### config.mk
export PLATFORM = sky130hd
export DESIGN_NAME = button_event_qualifier_unit
export DESIGN_NICKNAME = d
export VERILOG_FILES = /design/src/design/beq_pkg.sv /design/src/design/button_event_qualifier_unit.sv
export SDC_FILE = /design/constraint.sdc
export NUM_CORES = 1
export LEC_CHECK = 0
export ABC_AREA = 0
export ABC_CLOCK_PERIOD_IN_PS = 5400
export BUFFER_PORTS_ARGS = -buffer_cell sky130_fd_sc_hd__buf_2
export CORE_UTILIZATION = 57
export DETAILED_ROUTE_END_ITERATION = 7
export PLACE_DENSITY = 0.78
export SYNTH_ARGS = -nofsm -noshare
export SYNTH_HDL_FRONTEND = slang
export SYNTH_SLANG_ARGS = --single-unit
### constraint.sdc
create_clock -name clk -period 5.4 [get_ports clk]
set_clock_uncertainty 0.1 [all_clocks]
set_input_delay 0.27 -clock clk [delete_from_list [all_inputs] [get_ports clk]]
set_output_delay 0.27 -clock clk [all_outputs]
set_load 0.01 [all_outputs]
### src/design/beq_pkg.sv
// Types, constants and detector functions for the button event qualifier.
// Depends on nothing; used by button_event_qualifier_unit.
`default_nettype none

package beq_pkg;

	localparam int unsigned TIME_W  = 32;
	localparam int unsigned COUNT_W = 16;
	localparam int unsigned CFG_IDX_W = 2;

	localparam logic [TIME_W-1:0] DEBOUNCE_RESET = 32'd50;
	localparam logic [TIME_W-1:0] SPACING_RESET  = 32'd500000;
	localparam logic [COUNT_W-1:0] COUNT_MAX     = 16'hFFFF;

	localparam logic [CFG_IDX_W-1:0] CFG_DEBOUNCE = 2'd0;
	localparam logic [CFG_IDX_W-1:0] CFG_SPACING  = 2'd1;
	localparam logic [CFG_IDX_W-1:0] CFG_MODE     = 2'd2;

	localparam logic MODE_HOLD  = 1'b0;
	localparam logic MODE_CLICK = 1'b1;

	typedef struct packed {
		logic              fire;
		logic              armed;
		logic [TIME_W-1:0] stamp;
	} det_t;

	// A high sample restamps and arms; a debounced low fires once.
	function automatic det_t press_det(
		input logic              high,
		input logic [TIME_W-1:0] now,
		input logic [TIME_W-1:0] stamp,
		input logic              armed,
		input logic [TIME_W-1:0] debounce
	);
		det_t r;
		logic [TIME_W-1:0] diff;
		diff = now - stamp;
		r.fire = 1'b0;
		r.armed = armed;
		r.stamp = stamp;
		if (high) begin
			r.stamp = now;
			r.armed = 1'b1;
		end else if ((diff > debounce) && armed) begin
			r.armed = 1'b0;
			r.fire = 1'b1;
		end
		return r;
	endfunction

	// A debounced low arms; the next high restamps and fires once if armed.
	function automatic det_t release_det(
		input logic              high,
		input logic [TIME_W-1:0] now,
		input logic [TIME_W-1:0] stamp,
		input logic              armed,
		input logic [TIME_W-1:0] debounce
	);
		det_t r;
		logic [TIME_W-1:0] diff;
		diff = now - stamp;
		r.fire = 1'b0;
		r.armed = armed;
		r.stamp = stamp;
		if (high) begin
			r.stamp = now;
			r.fire = armed;
			r.armed = 1'b0;
		end else if (diff > debounce) begin
			r.armed = 1'b1;
		end
		return r;
	endfunction

endpackage

`default_nettype wire

### src/design/button_event_qualifier_unit.sv
// Button event qualifier: debounced press and release events and a shared
// hold-repeat or multi-click count. Uses beq_pkg.
//
// The block takes one pin sample per clock while in_stall is low and gives one
// result word per sample: the sample passes through the input register and then
// the result register. All detector state is updated from the input register
// as the result register is loaded, so a new sample can follow in every cycle
// in which no finished word waits on a stalled output. While such a word waits,
// the input register still takes one more sample. Register writes are always
// taken and should be made while no sample is in flight.
`default_nettype none

module button_event_qualifier_unit import beq_pkg::*; (
	input  wire logic                 clk,
	input  wire logic                 arst_n,
	input  wire logic                 in_valid,
	output      logic                 in_stall,
	input  wire logic                 pin_level,
	input  wire logic [TIME_W-1:0]    now_us,
	output      logic                 out_valid,
	input  wire logic                 out_stall,
	output      logic                 release_event,
	output      logic                 press_event,
	output      logic [COUNT_W-1:0]   event_count,
	input  wire logic                 cfg_valid,
	output      logic                 cfg_ready,
	input  wire logic [CFG_IDX_W-1:0] cfg_index,
	input  wire logic [TIME_W-1:0]    cfg_data
);

	logic [TIME_W-1:0] debounce_q;
	logic [TIME_W-1:0] spacing_q;
	logic              mode_q;

	logic              valid_s1;
	logic              pin_s1;
	logic [TIME_W-1:0] now_s1;

	logic              out_valid_q;
	logic              release_q;
	logic              press_q;
	logic [COUNT_W-1:0] count_out_q;

	det_t rel_q, prs_q, hb_q, he_q, cb_q;
	logic [COUNT_W-1:0] count_q;
	logic [TIME_W-1:0]  istart_q;

	det_t rel_d, prs_d, hb_d, he_d, cb_d;
	det_t hb_n, he_n, cb_n;
	logic [COUNT_W-1:0] count_d;
	logic [TIME_W-1:0]  istart_d;
	logic [TIME_W-1:0]  ielapsed;
	logic               advance;
	logic               take_in;

	assign cfg_ready = 1'b1;
	assign advance   = valid_s1 && (!out_valid_q || !out_stall);
	assign in_stall  = valid_s1 && !advance;
	assign take_in   = in_valid && !in_stall;

	assign out_valid     = out_valid_q;
	assign release_event = release_q;
	assign press_event   = press_q;
	assign event_count   = count_out_q;

	always_ff @(posedge clk or negedge arst_n) begin
		if (!arst_n) begin
			debounce_q <= DEBOUNCE_RESET;
			spacing_q  <= SPACING_RESET;
			mode_q     <= MODE_HOLD;
		end else if (cfg_valid) begin
			case (cfg_index)
				CFG_DEBOUNCE: debounce_q <= cfg_data;
				CFG_SPACING:  spacing_q  <= cfg_data;
				CFG_MODE:     mode_q     <= cfg_data[0];
				default: ;
			endcase
		end
	end

	always_ff @(posedge clk or negedge arst_n) begin
		if (!arst_n) begin
			valid_s1 <= 1'b0;
		end else if (take_in) begin
			valid_s1 <= 1'b1;
		end else if (advance) begin
			valid_s1 <= 1'b0;
		end
	end

	always_ff @(posedge clk) begin
		if (take_in) begin
			pin_s1 <= pin_level;
			now_s1 <= now_us;
		end
	end

	always_comb begin
		rel_d = release_det(pin_s1, now_s1, rel_q.stamp, rel_q.armed, debounce_q);
		prs_d = press_det(pin_s1, now_s1, prs_q.stamp, prs_q.armed, debounce_q);
		hb_n  = press_det(pin_s1, now_s1, hb_q.stamp, hb_q.armed, debounce_q);
		he_n  = release_det(pin_s1, now_s1, he_q.stamp, he_q.armed, debounce_q);
		cb_n  = press_det(pin_s1, now_s1, cb_q.stamp, cb_q.armed, debounce_q);
		ielapsed = now_s1 - istart_q;
		hb_d = hb_q;
		he_d = he_q;
		cb_d = cb_q;
		count_d = count_q;
		istart_d = istart_q;
		if (mode_q == MODE_HOLD) begin
			hb_d = hb_n;
			he_d = he_n;
			if (hb_n.fire) begin
				count_d = COUNT_W'(1);
				istart_d = now_s1;
			end else if ((count_q != '0) && (ielapsed > spacing_q)) begin
				if (count_q != COUNT_MAX) begin
					count_d = count_q + COUNT_W'(1);
				end
				istart_d = now_s1;
			end
			if (he_n.fire) begin
				count_d = '0;
			end
		end else begin
			if (count_q == '0) begin
				cb_d = cb_n;
				if (cb_n.fire) begin
					count_d = COUNT_W'(1);
					istart_d = now_s1;
				end
			end else if (ielapsed < spacing_q) begin
				cb_d = cb_n;
				if (cb_n.fire) begin
					if (count_q != COUNT_MAX) begin
						count_d = count_q + COUNT_W'(1);
					end
					istart_d = now_s1;
				end
			end else begin
				count_d = '0;
			end
		end
	end

	always_ff @(posedge clk or negedge arst_n) begin
		if (!arst_n) begin
			rel_q    <= '0;
			prs_q    <= '0;
			hb_q     <= '0;
			he_q     <= '0;
			cb_q     <= '0;
			count_q  <= '0;
			istart_q <= '0;
		end else if (advance) begin
			rel_q    <= rel_d;
			prs_q    <= prs_d;
			hb_q     <= hb_d;
			he_q     <= he_d;
			cb_q     <= cb_d;
			count_q  <= count_d;
			istart_q <= istart_d;
		end
	end

	always_ff @(posedge clk or negedge arst_n) begin
		if (!arst_n) begin
			out_valid_q <= 1'b0;
		end else if (advance) begin
			out_valid_q <= 1'b1;
		end else if (!out_stall) begin
			out_valid_q <= 1'b0;
		end
	end

	always_ff @(posedge clk) begin
		if (advance) begin
			release_q   <= rel_d.fire;
			press_q     <= prs_d.fire;
			count_out_q <= count_d;
		end
	end

endmodule

`default_nettype wire

==> qor.csv <==
stage;metric;value;unit
floorplanning;Starting Density;58.52;%
grt;number of global-route vias before repair;17891;
synthesis;Seq cells post-synth;267;
sta;Worst Max-Slew Pin Slew;1151;ps
worst_setup_path;worst setup path class;register to register;
clock_tree;clock buffer depth;3;
grt;GRT Overall Usage;32.48;%
synthesis;Synth area leaders;dfrtp_1, ha_1, edfxtp_1;
clock_tree;clock latency on the worst-skew pair;590;ps
floorplanning;Top Ports;93;
place;Setup WS pre-CTS;-519.7;ps
sta;final worst-path setup slack;-338.6;ps
sta;Pins Over Slew Limit;0;
power;Peak VDD IR;0.0003389;V
place;Port Buffers;91;
sta;Max-slew headroom;23.26;%
layout;final net count;2817;
sta;period utilization;106.3;%
routing;1st-pass router iterations;5;
layout;Filler cells;2164;
worst_setup_path;CP Launch Type;register;
synthesis;Yosys top cell area share;26.01;%
synthesis;sequential area share after synthesis;35.06;%
synthesis;Post-synth EDFFs;51;
grt;pin count of the biggest net entering global routing;119;
routing;Starting DRT DRC Count;1393;
layout;Area Growth Syn to Fin;30.80;%
synthesis;Synth Cell Area;19820;um^2
clock_tree;Clock transition at path regs;60;ps
worst_setup_path;WP data required;5770;ps
power;Lkg Pwr;0.01250;uW
outcome;failing checks;setup timing;
routing;ANT nets after route;0;
clock_tree;Num CTS Buffers;30;
worst_setup_path;slowest library cell on the worst path;edfxtp_1;
clock_tree;Clock Root Buffer;clkbuf_16;
place;Final GP Congestion;0.9542;
synthesis;Mapped Nets;2375;
grt;gr ovfl total;0;
synthesis;Synth Warn #;0;
sta;fmax;0.1743;GHz
power;P per Cell Area;586.0;nW/um^2
worst_setup_path;worst-path fanout max;8;
routing;Avg WL per Cell;20.69;um
sta;Hold WS;185.5;ps
place;DP Wirelength;41.28;mm
routing;DRC viols;0;
routing;detailed-route via count;18015;
worst_hold_path;HP Class;input pin to asynchronous set/reset pin;
sta;min Tclk post-route;5739;ps
worst_setup_path;Setup crit end kind;register;
routing;final WL;61.25;mm
floorplanning;Die Y;188.5;um
layout;share of cells above drive strength 1;30.63;%
grt;first-pass GRT wire length;91.99;mm
synthesis;Post-Synthesis Cells;2045;
synthesis;fraction of registers with async set/reset;80.90;%
flow_run;max_cap viols;0;
routing;vias per cell;6.086;
synthesis;cell accounting for the most synthesized area;dfrtp_1;
floorplanning;die width;188.5;um
place;Placed Cells;2766;
outcome;status;finished, violations left;
floorplanning;area of the core;33870;um^2
layout;Layout Cells excl Fill;2960;
floorplanning;# rows;67;
worst_setup_path;delay of the slowest critical-path stage;420;ps
clock_tree;clk sink count;267;
layout;commonest non-fill, non-tap cells in the layout;buf_4, ha_1, inv_1;
layout;register area;6949;um^2
synthesis;syn avg cell area;9.691;um^2
synthesis;Yosys cell types;86;
clock_tree;CTS tree;built;
sta;Final Hold Fails;0;
layout;Multi-input gate area;12710;um^2
clock_tree;H-tree Lvls;1;
sta;RSZ-0062 raised after global routing;true;
grt;initial antenna violation count;0;
sta;Final setup viols;98;
floorplanning;area of the die;35520;um^2
synthesis;Top FF cell, synth;dfrtp_1;
layout;most common cell after layout, fill and taps aside;buf_4;
worst_setup_path;CP arrival;6110;ps
[cells by family after synthesis]
logic type | Yosys count | synth area share, %
mux | 162 | 9.760
simple gates | 437 | 10.84
compound gates | 532 | 17.67
other cells | 1 | 0.01892
flops | 267 | 35.06
buf+inv | 283 | 5.568
fa+ha+maj | 258 | 16.44
xor+xnor | 105 | 4.640
[power by group]
part / internal [uW] / switching [uW] / leakage [uW] / total (uW)
sequential: 2610 / 337 / 0.00309 / 2950
combinational: 4890 / 5130 / 0.00889 / 10000
clock: 1330 / 896 / 0.000523 / 2230
[sequential cells by signal (all words and copies together) (netlist names), 16 cells and up]
name	flops
prs_q	33
istart_q	32
he_q	33
event_count	16
spacing_q	32
cb_q	33
now_s1	32
count_q	16
debounce_q	32
[synthesized netlist by cell type, types with 12 or more instances]
| master | instances |
|---|---|
| edfxtp_1 | 51 |
| o21bai_1 | 23 |
| nor2b_1 | 18 |
| xor2_1 | 28 |
| clkbuf_1 | 26 |
| mux2_2 | 130 |
| nand3_1 | 41 |
| nor4_1 | 12 |
| a31oi_1 | 24 |
| ha_1 | 254 |
| a21oi_1 | 126 |
| dfrtp_1 | 206 |
| nor3_1 | 25 |
| nand4_1 | 34 |
| mux2_4 | 30 |
| xnor2_1 | 77 |
| and3_1 | 18 |
| inv_1 | 237 |
| a21o_1 | 95 |
| nand2b_1 | 14 |
| nor2_1 | 92 |
| o21a_1 | 35 |
| nand2_1 | 131 |
| o21ai_0 | 113 |
[stage by stage]
step / total power, uW / area, um^2 / utilization (%) / setup TNS, ps
detailed placement: 11140 / 22430 / 66.21 / -41180
global placement: 10820 / 22430 / 66.21 / -32000
finish: 15190 / 25920 / 76.54 / -22910
CTS: 14150 / 24960 / 73.70 / -4345
floorplan: 8345 / 19820 / - / 0
global route: 16110 / 25920 / 76.54 / -42690
[metal layers]
metal  vias to the layer above  wire length (um)  track usage, %
met5                         -                 0               0
met4                         0              2742           12.53
li1                       8241                 -               -
met2                       862             29260           54.92
met1                      8726             24750           42.02
met3                       186              4500           4.582
[worst max-delay path: cells and delay by family, from the launching register on]
kind,cells,cell delay (ps)
AO/OA/AOI/OAI,15,3060
flip-flops,1,420
adder cells (fa/ha/maj),2,530
buffers and inverters,4,740
multiplexers,1,280
AND/OR/NAND/NOR,3,490
[what timing repair did]
item,CTS,global route
gates cloned,5,7
hold endpoints to repair,193,0
hold buffers,72,0
resized for setup,103,134
endpoints found under the setup margin,102,102
pin swaps,36,58
buffers inserted,32,23
[path summary, 6_finish.rpt]
| check | from | endpoint | slack (ps) | cells past startpoint |
|---|---|---|---|---|
| hold / removal | arst_n | debounce_q[8] | 190 | 2 |
| setup reg to reg | now_s1[1] | cb_q[25] | -340 | 25 |
| setup / recovery | now_s1[1] | cb_q[25] | -340 | 25 |
| max in group asynchronous | arst_n | prs_q[27] | 3850 | 3 |
| hold reg to reg | rel_q[32] | rel_q[32] | 390 | 2 |
| min in group clk | now_us[27] | now_s1[27] | 290 | 2 |
[layout make-up]
cell class	instances	share of cell area (%)
Timing Repair Buffer	455	14.39
Antenna cell	1	0.009653
Sequential cell	267	26.81
Inverter	238	3.446
Tap cell	448	2.162
Clock buffer	37	3.195
Clock inverter	19	0.9460
Multi-Input combinational cell	1495	49.04
Note: power is estimated with default switching activity, not from simulation.
